<file path="config.mk">
export PLATFORM = sky130hd
export DESIGN_NAME = syr_cell
export DESIGN_NICKNAME = d
export VERILOG_FILES = /design/src/hdl/assert_macros.svh /design/src/hdl/syr_pkg.sv /design/src/hdl/syr_cell.sv
export SDC_FILE = /design/constraint.sdc
export NUM_CORES = 1
export LEC_CHECK = 0
export BUFFER_PORTS_ARGS = -buffer_cell sky130_fd_sc_hd__buf_2
export CORE_ASPECT_RATIO = 0.7
export CORE_MARGIN = 2
export CORE_UTILIZATION = 45
export DETAILED_ROUTE_END_ITERATION = 6
export GPL_TIMING_DRIVEN = 0
export HOLD_SLACK_MARGIN = 0.15
export PLACE_DENSITY = 0.72
export SLEW_MARGIN = 40
export SYNTH_ARGS = -nofsm -noshare
export SYNTH_HDL_FRONTEND = slang
export SYNTH_SLANG_ARGS = --single-unit
</file>
<file path="constraint.sdc">
create_clock -name clock -period 5.1 [get_ports clock]
set_input_delay 0.51 -clock clock [delete_from_list [all_inputs] [get_ports clock]]
set_output_delay 0.51 -clock clock [all_outputs]
set_load 0.01 [all_outputs]
</file>
<file path="src/hdl/assert_macros.svh">
// Assertion macros shared by the RTL. Every property samples on the rising
// clock edge and is switched off while reset is high.
`ifndef ASSERT_MACROS_SVH
`define ASSERT_MACROS_SVH

// Same-cycle implication: whenever pre holds, post must hold too.
`define SYR_ASSERT_IMPLY(label, pre, post, msg) \
   label: assert property (@(posedge clock) disable iff (reset) (pre) |-> (post)) \
      else $error(msg);

// Next-cycle implication: whenever pre holds, post must hold in the following cycle.
`define SYR_ASSERT_NEXT(label, pre, post, msg) \
   label: assert property (@(posedge clock) disable iff (reset) (pre) |=> (post)) \
      else $error(msg);

`endif

</file>
<file path="src/hdl/syr_pkg.sv">
package syr_pkg;

   localparam int unsigned CORDIC_W = 34;

   typedef struct packed {
      logic signed [31:0] delta_x;
      logic signed [31:0] delta_y;
      logic signed [31:0] delta_z;
      logic signed [31:0] yaw_deg;
      logic signed [31:0] scale_factor;
      logic               suppress_scale;
   } syr_req_type;

   typedef struct packed {
      logic signed [31:0] world_x;
      logic signed [31:0] world_y;
      logic signed [31:0] world_z;
   } syr_rsp_type;

   // One slot of the rotation chain: CORDIC vector, residual angle and the
   // scaled displacement that rides along with it.
   typedef struct packed {
      logic signed [CORDIC_W-1:0] x;
      logic signed [CORDIC_W-1:0] y;
      logic signed [CORDIC_W-1:0] z;
      logic signed [32:0]         dx;
      logic signed [32:0]         dy;
      logic signed [31:0]         dz;
   } syr_lane_type;

   // Angles in Q16.16 degrees.
   localparam logic [24:0] TURN          = 25'd23592960;
   localparam logic [24:0] HALF          = 25'd11796480;
   localparam logic [24:0] QUARTER       = 25'd5898240;
   localparam logic [24:0] THREE_QUARTER = 25'd17694720;
   // 2^31 modulo one turn, removed again after the biased reduction.
   localparam logic [24:0] WRAP_OFFSET   = 25'd524288;
   localparam logic [24:0] TURN_LESS_OFFSET = TURN - WRAP_OFFSET;

   // One turn is 45 * 2^19; ceil(2^20 / 45) gives an exact quotient for 13 bits.
   localparam logic [14:0] RECIP_45   = 15'd23302;
   localparam logic [12:0] TURN_DIGIT = 13'd45;

   // round(pi / 180 * 2^32)
   localparam logic signed [27:0] DEG_TO_RAD = 28'sd74961321;

   localparam logic signed [CORDIC_W-1:0] CORDIC_GAIN = 34'sd652032874;
   // Largest residual angle after folding to a quarter turn, Q4.30 radians.
   localparam logic signed [CORDIC_W-1:0] Z_LIMIT     = 34'sd1686629723;

   function automatic logic [31:0] atan_q30(input logic [4:0] idx);
      logic [31:0] v;
      case (idx)
         5'd0:  v = 32'h3243F6A8;
         5'd1:  v = 32'h1DAC6705;
         5'd2:  v = 32'h0FADBAFC;
         5'd3:  v = 32'h07F56EA6;
         5'd4:  v = 32'h03FEAB76;
         5'd5:  v = 32'h01FFD55B;
         5'd6:  v = 32'h00FFFAAA;
         5'd7:  v = 32'h007FFF55;
         5'd8:  v = 32'h003FFFEA;
         5'd9:  v = 32'h001FFFFD;
         5'd10: v = 32'h000FFFFF;
         5'd11: v = 32'h0007FFFF;
         5'd12: v = 32'h0003FFFF;
         5'd13: v = 32'h0001FFFF;
         5'd14: v = 32'h0000FFFF;
         5'd15: v = 32'h00007FFF;
         5'd16: v = 32'h00003FFF;
         5'd17: v = 32'h00001FFF;
         5'd18: v = 32'h00000FFF;
         5'd19: v = 32'h000007FF;
         5'd20: v = 32'h000003FF;
         5'd21: v = 32'h000001FF;
         5'd22: v = 32'h000000FF;
         5'd23: v = 32'h0000007F;
         5'd24: v = 32'h0000003F;
         5'd25: v = 32'h0000001F;
         5'd26: v = 32'h0000000F;
         5'd27: v = 32'h00000008;
         5'd28: v = 32'h00000004;
         5'd29: v = 32'h00000002;
         5'd30: v = 32'h00000001;
         default: v = 32'h00000000;
      endcase
      return v;
   endfunction

   function automatic logic signed [31:0] sat32(input logic signed [47:0] v);
      logic signed [31:0] r;
      if (v > 48'sd2147483647) begin
         r = 32'sh7FFFFFFF;
      end else if (v < -48'sd2147483648) begin
         r = 32'sh80000000;
      end else begin
         r = v[31:0];
      end
      return r;
   endfunction

endpackage

</file>
<file path="src/hdl/syr_cell.sv">
module syr_cell #(
   parameter int unsigned STAGE = 0
) (
   input  logic                  clock,
   input  logic                  reset,
   input  logic                  adv,
   input  logic                  prev_valid,
   input  syr_pkg::syr_lane_type prev_lane,
   output logic                  valid_ff,
   output syr_pkg::syr_lane_type lane_ff
);
   import syr_pkg::*;

   logic signed [CORDIC_W-1:0] x_cur, y_cur, z_cur;
   logic signed [CORDIC_W-1:0] xs, ys, step;
   syr_lane_type               lane_in;

   always_comb begin
      x_cur   = prev_lane.x;
      y_cur   = prev_lane.y;
      z_cur   = prev_lane.z;
      xs      = x_cur >>> STAGE;
      ys      = y_cur >>> STAGE;
      step    = CORDIC_W'(atan_q30(5'(STAGE)));
      lane_in = prev_lane;
      // Turn toward zero residual angle.
      if (!z_cur[CORDIC_W-1]) begin
         lane_in.x = x_cur - ys;
         lane_in.y = y_cur + xs;
         lane_in.z = z_cur - step;
      end else begin
         lane_in.x = x_cur + ys;
         lane_in.y = y_cur - xs;
         lane_in.z = z_cur + step;
      end
   end

   always_ff @(posedge clock) begin
      if (reset) begin
         valid_ff <= 1'b0;
      end else if (adv) begin
         valid_ff <= prev_valid;
      end
   end

   always_ff @(posedge clock) begin
      if (adv) begin
         lane_ff <= lane_in;
      end
   end

endmodule

</file>
==> results of run 1 <==
==> layer usage <==
metal / wire (um) / vias to the layer above / track usage [%]
met5: 13 / - / 0
met4: 1016 / 2 / 8.022
met3: 4355 / 61 / 5.066
met2: 19980 / 703 / 43.71
met1: 20360 / 5693 / 43.01
li1: - / 5610 / -
==> power by group through the flow <==
stage / sequential, uW / clock, uW / combinational [uW]
detailed placement: 2150 / 0 / 1450
CTS: 2110 / 1370 / 1460
floorplan: 2260 / 0 / 704
finish: 2110 / 1360 / 1490
global route: 2130 / 1430 / 1600
global placement: 2150 / 0 / 1430
==> state kept, by name (all words and copies together) (netlist names) <==
register and cells:
lane_ff 199, valid_ff 1
==> cell type report <==
class / count / area [um^2] / share of cell area, %
repair buffers: 407 / 2115 / 12.94
flip-flops and latches: 200 / 5996 / 36.68
diodes: 6 / 15.01 / 0.09185
clock inverters: 14 / 178.9 / 1.095
clock buffers: 18 / 429.2 / 2.625
multi-input cells: 934 / 6519 / 39.88
plain buffers: 45 / 178.9 / 1.095
inverters: 118 / 442.9 / 2.710
well taps: 378 / 473.0 / 2.893
==> metrics by stage <==
stage / setup WS [ns] / area [um^2] / hold WS (ns) / TNS, ns
floorplan: 1.239 / 13140 / 0.5279 / 0
global placement: -0.5008 / 15630 / 0.4707 / -1.575
detailed placement: 0.3164 / 15720 / 0.5531 / 0
CTS: 0.7227 / 16330 / 0.2111 / 0
global route: 0.4039 / 16340 / 0.2212 / 0
finish: 0.6180 / 16350 / 0.2259 / 0
==> worst register-to-register path: cells and delay by family (launching register included) <==
| family | cells | cell delay [ns] |
|---|---|---|
| DFF | 1 | 0.33 |
| and+or+nand+nor | 1 | 0.06 |
| muxes | 1 | 0.17 |
==> worst max path at each step <==
stage / cells after the start / startpoint / end / slack, ns
after floorplan: 13 / prev_lane[131] / lane_ff[129]$_DFFE_PP_ / 1.24
after CTS: 15 / prev_lane[131] / lane_ff[129]$_DFFE_PP_ / 0.72
after global placement: 14 / prev_lane[131] / lane_ff[129]$_DFFE_PP_ / -0.50
final: 15 / prev_lane[131] / lane_ff[129]$_DFFE_PP_ / 0.62
after detailed placement: 15 / prev_lane[131] / lane_ff[129]$_DFFE_PP_ / 0.32
after global routing: 15 / prev_lane[131] / lane_ff[129]$_DFFE_PP_ / 0.40
==> kinds of logic after synthesis <==
group | after synthesis | share of synthesized area [%]
XOR/XNOR | 89 | 5.934
multiplexers | 14 | 1.067
AO/OA/AOI/OAI | 415 | 19.53
flip-flops | 200 | 45.65
adder cells (fa/ha/maj) | 132 | 12.80
buffers and inverters | 163 | 4.725
AND/OR/NAND/NOR | 284 | 10.30
==> cell usage in the layout (no fill, tap or decap), types with 14 or more instances in the layout <==
master,n
a211oi_1,20
a21o_1,22
a21oi_1,156
a31oi_1,14
buf_2,407
clkbuf_1,34
clkbuf_16,17
edfxtp_1,199
ha_1,128
inv_1,112
mux2i_1,14
nand2_1,59
nand2b_1,14
nand3_1,17
nand4_1,14
nor2_1,97
nor3_1,27
o21ai_0,84
o21bai_1,27
o31ai_1,17
xnor2_1,73
xor2_1,16
==> results.json, run 1 <==
{
  "finalPower_uw": 4963,
  "fin_util_pct": 56.72,
  "p_per_area_nw_per_um2": 303.6,
  "holdBufCountCts": 0,
  "first_global_vias": 11266,
  "clk_pin_slew_ns": 0.08,
  "critPathBufInv": 5,
  "hold_path_class": "input pin to flop",
  "min_path_cells": 2,
  "syn_inst": 1297,
  "worstPathArrival_ns": 4.67,
  "period_needed_ns": 4.482,
  "rrSetupSlack_ns": 4.44,
  "critPathKind": "input pin to flop",
  "status": "finished clean",
  "worstPathCellList": "buf_2 -> inv_1 -> clkbuf_1 -> buf_2 -> buf_16 -> ha_1 -> o21ai_0 -> nor2_1 -> o221ai_1 -> a31oi_1 -> a41oi_1 -> or2_2 -> o311ai_0 -> a21oi_1 -> xnor2_1",
  "r2r_cells": 2,
  "hold_violations": 0,
  "critPathMostFrequentCell": "buf_2",
  "fmax_ghz": 0.2231,
  "crit_family": "buffers and inverters",
  "ys_seq_elements": 200,
  "cts_root_buf": "clkbuf_16",
  "synth_commonest_cells": "199 x edfxtp_1, 156 x a21oi_1, 128 x ha_1",
  "grt_antenna_before_repair": 6,
  "clock-sinks": 200,
  "ys.flop_type": "edfxtp_1",
  "ios": 405,
  "worstMarginPinSlew_ns": 0.8468,
  "die_area_um2": 30590,
  "switching_power_uw": 1688,
  "numPortBuffers": 404,
  "p_clk_share_pct": 27.4,
  "r2r_start": "valid_ff$_SDFFE_PP0P_",
  "slew_viol_final": 0,
  "reg2reg_to": "valid_ff$_SDFFE_PP0P_",
  "synth_area_leaders": "edfxtp_1 45%, ha_1 12%, a21oi_1 5.9%",
  "yosys.cell_count.top_type": "edfxtp_1",
  "syn_area_um2": 13140,
  "wl_mm": 45.73,
  "vias": 12069,
  "rows": 52,
  "cts_setup_buffers": 0,
  "grt_usage_pct": 29.01,
  "power.share.switching_pct": 34.01,
  "synth-edff-count": 199,
  "vias_per_cell": 5.693,
  "syn_nets": 1633,
  "vdd_drop_max_uv": 226.0,
  "fp.dieW_um": 208.2,
  "start_util_pct": 45.57,
  "ant_nets": 0,
  "cts.path.max_buffers": 2,
  "place_hpwl_mm": 37.53,
  "die_y_um": 146.9,
  "synth_top_cell_by_area": "edfxtp_1",
  "power_frac_comb_pct": 30.0,
  "skew_ns": 0,
  "crit_required_ns": 5.29,
  "crit_slowest_cell": "clkbuf_1",
  "fillers": 2530,
  "yosysSeqAreaShare_pct": 45.65,
  "drt_drc_violations_left": 0,
  "intPower_uw": 3275,
  "avgRoutedWirePerCell_um": 21.57,
  "firstDrtPassIters": 5,
  "worstSetupStartpointType": "input pin",
  "synth_cell_types": 66,
  "grt_pass1_wl_mm": 67.81,
  "yosysTopAreaCellShare_pct": 45.49,
  "insertion_delay_ns": 0.43,
  "syn_to_final_growth_pct": 24.45,
  "post_cts_resized": 0,
  "gp_congestion": 0.9674,
  "avgSynthCellArea_um2": 10.13,
  "drive_gt1_share_pct": 26.50,
  "cts_tree": "yes",
  "worst_path_largest_cell_delay_ns": 0.48,
  "core_area_um2": 28820,
  "rsz0062_at_grt": "false",
  "htree_levels": 4,
  "finalCritPeriodShare_pct": 87.88,
  "grt-ovfl-total": 0,
  "slew_headroom_pct": 43.55,
  "grt_max_degree": 79,
  "worstSetupEndpointType": "flop",
  "numCtsBuffers": 17,
  "hold_start": "reset",
  "path_max_fanout": 18,
  "setup_viol": 0,
  "maxCapViolations": 0,
  "dp_cells": 2082,
  "fin_cells": 2120,
  "yosysWarnings": 0,
  "p_leak_uw": 0.007185,
  "synth-async-reset-ratio_pct": 0,
  "drt-initial-drc-count": 1395,
  "pwr-share-seq_pct": 42.6,
  "min_to": "valid_ff$_SDFFE_PP0P_",
  "fin_nets": 2059
}
Power figures use the tool's default switching activity.
==> inputs of run 2 (changes only) <==
Settings changed: ABC_AREA set to 1, PLACE_DENSITY 0.72 to 0.7.
Clock period 5.1 ns to 4.5 ns, I/O delays scaled along.
==> run 2 against run 1 <==
Sequential power is 12% higher; first-iteration DRC count is 16% higher; non-clock buffer count is 77 higher; hold slack worse by 0.060 ns; clock skew stayed put; wire length is 25% higher; critical path depth is 2 lower; critical endpoint is now lane_ff[120]$_DFFE_PP_; highest routed layer unchanged.
==> results.json, run 2 <==
{
  "vias": 15638,
  "yosysTopAreaCellShare_pct": 39.93,
  "cts.path.max_buffers": 2,
  "maxCapViolations": 0,
  "worstSetupStartpointType": "input pin",
  "synth-async-reset-ratio_pct": 0,
  "ys_seq_elements": 200,
  "fp.dieW_um": 222.0,
  "worstMarginPinSlew_ns": 0.8918,
  "worstPathArrival_ns": 3.47,
  "period_needed_ns": 3.192,
  "drive_gt1_share_pct": 21.37,
  "skew_ns": 0,
  "clk_pin_slew_ns": 0.08,
  "gp_congestion": 1.019,
  "largest-register": "lane_ff",
  "syn_nets": 2263,
  "grt.busiest_layer": "met2",
  "status": "finished clean",
  "cts_root_buf": "clkbuf_16",
  "synth_commonest_cells": "517 x nand2_1, 247 x inv_1, 199 x edfxtp_1",
  "drt_drc_violations_left": 0,
  "fin_nets": 2766,
  "synth_cell_types": 43,
  "yosys.cell_count.top_type": "nand2_1",
  "slew_headroom_pct": 40.55,
  "grt_usage_pct": 32.02,
  "p_leak_uw": 0.009289,
  "use_met1_pct": 46.21,
  "diodes": 0,
  "fmax_ghz": 0.3133,
  "critPathKind": "input pin to flop",
  "met2_usage_pct": 48.47,
  "vdd_drop_max_uv": 177.5,
  "htree_levels": 4,
  "hold_violations": 0,
  "yosysSeqAreaShare_pct": 40.06,
  "cts_tree": "yes",
  "syn_inst": 1927,
  "first_global_vias": 14579,
  "firstDrtPassIters": 5,
  "worstSetupEndpointType": "flop",
  "insertion_delay_ns": 0.46,
  "avgSynthCellArea_um2": 7.766,
  "clock-sinks": 200,
  "ys.flop_type": "edfxtp_1",
  "syn_to_final_growth_pct": 26.88,
  "cts_setup_buffers": 0,
  "grt_antenna_before_repair": 1,
  "synth_top_cell_by_area": "edfxtp_1",
  "grt_max_degree": 81,
  "rrSetupSlack_ns": 3.89,
  "core_area_um2": 32550,
  "grt-ovfl-total": 0,
  "synth-edff-count": 199,
  "vias_per_cell": 5.449,
  "grt_pass1_wl_mm": 83.41,
  "ios": 405,
  "grtUsageMet3_pct": 7.154,
  "setup-tns-final_ns": 0,
  "numPortBuffers": 404,
  "yosysWarnings": 0,
  "path_max_fanout": 20,
  "crit_required_ns": 4.78,
  "numCtsBuffers": 17,
  "largest_reg_flops": 199,
  "p_per_area_nw_per_um2": 310.7,
  "finalCritPeriodShare_pct": 70.93,
  "die_y_um": 156.6,
  "rows": 55,
  "layout_common_cells": "517 x nand2_1, 415 x buf_2, 247 x inv_1, 199 x edfxtp_1, 180 x nand3_1",
  "rsz0062_at_grt": "false",
  "fillers": 3026,
  "layout_commonest_cell": "nand2_1",
  "wl_mm": 57.37,
  "ant_nets": 0,
  "dp_cells": 2761,
  "synth_area_leaders": "edfxtp_1 40%, nand2_1 13%, ha_1 11%",
  "syn_area_um2": 14970,
  "slew_viol_final": 0,
  "avgRoutedWirePerCell_um": 19.99,
  "fin_cells": 2870,
  "setup_viol": 0,
  "drt-initial-drc-count": 1625,
  "start_util_pct": 45.98,
  "hold_path_class": "input pin to flop",
  "die_area_um2": 34750,
  "top_regs": "lane_ff: 199 flops, valid_ff: 1 flops",
  "place_hpwl_mm": 46.64
}
==> run 2: changes by cell type after synthesis, moves of 14 or more <==
cell	before	now
clkbuf_1	33	8
o31ai_1	17	1
inv_1	112	247
a211oi_1	20	0
nor2_1	97	154
nand2_1	59	517
o21ai_0	84	109
xor2_1	16	47
o21bai_1	27	13
xnor2_1	73	0
a21o_1	22	7
buf_4	1	18
nand3_1	17	180
==> run 2: power by group <==
part	total [uW]	switching [uW]	internal [uW]	leakage (uW)
Clock	1590	839	751	0.000284
Sequential	2370	56.6	2310	0.00195
Combinational	1940	1280	659	0.00705
Total	5900	2180	3720	0.00929
==> run 2: cell families after synthesis <==
family                     synth area share, %
AOI/OAI and AO/OA                        11.40
muxes                                  0.06689
and+or+nand+nor                          26.34
adders and majority gates                11.24
buffers and inverters                    8.152
DFF                                      40.06
xor gates and xnor gates                 2.751
==> run 2: area by class of cell <==
class	count	area (um^2)	area share, %
buffer	45	271.5	1.430
clock buffer	17	425.4	2.240
clock inverter	15	172.7	0.9093
inverter	254	953.4	5.021
multi-input combinational	1428	7750	40.81
sequential	200	5996	31.58
tap	427	534.3	2.814
timing repair buffer	484	2885	15.20
==> run 2: layer usage <==
metal	vias up	share of wire, %
li1	7416	-
met1	7351	44
met2	786	43
met3	83	10
met4	2	2.1
met5	-	0.033
==> run 2: path summary, 6_finish.rpt <==
check | depth (start not counted) | to | startpoint
worst max-delay path | 13 | lane_ff[120]$_DFFE_PP_ | prev_lane[131]
worst min-delay path | 1 | lane_ff[4]$_DFFE_PP_ | prev_lane[4]
worst max register to register | 2 | valid_ff$_SDFFE_PP0P_ | valid_ff$_SDFFE_PP0P_
worst min register to register | 2 | valid_ff$_SDFFE_PP0P_ | valid_ff$_SDFFE_PP0P_
==> run 2: repair_timing <==
action	4_1_cts	5_1_grt
hold buffers	75	2
resized for setup	0	0
hold endpoints to repair	75	2
==> run 2: per-stage QoR <==
step	util [%]	power, uW	instance area, um^2	hold slack, ns	setup slack [ns]
2_1_floorplan	-	3459	14970	0.5224	1.662
3_3_place_gp	53.83	4219	17520	0.4900	0.1459
3_5_place_dp	54.13	4242	17620	0.5262	0.9149
4_1_cts	58.27	5879	18970	0.1504	1.411
5_1_grt	58.34	6166	18990	0.1501	1.122
6_report	58.34	5899	18990	0.1661	1.308
==> run 2: critical path, stage by stage <==
cell      delay (ns)
buf_2           0.33
clkbuf_1        0.34
inv_2           0.18
clkbuf_2        0.29
buf_16          0.24
ha_1            0.38
nand2_1         0.15
nor2_1          0.16
nand3_1         0.10
nand3_1         0.23
nand2_1         0.12
o21ai_0         0.24
xor2_1          0.25
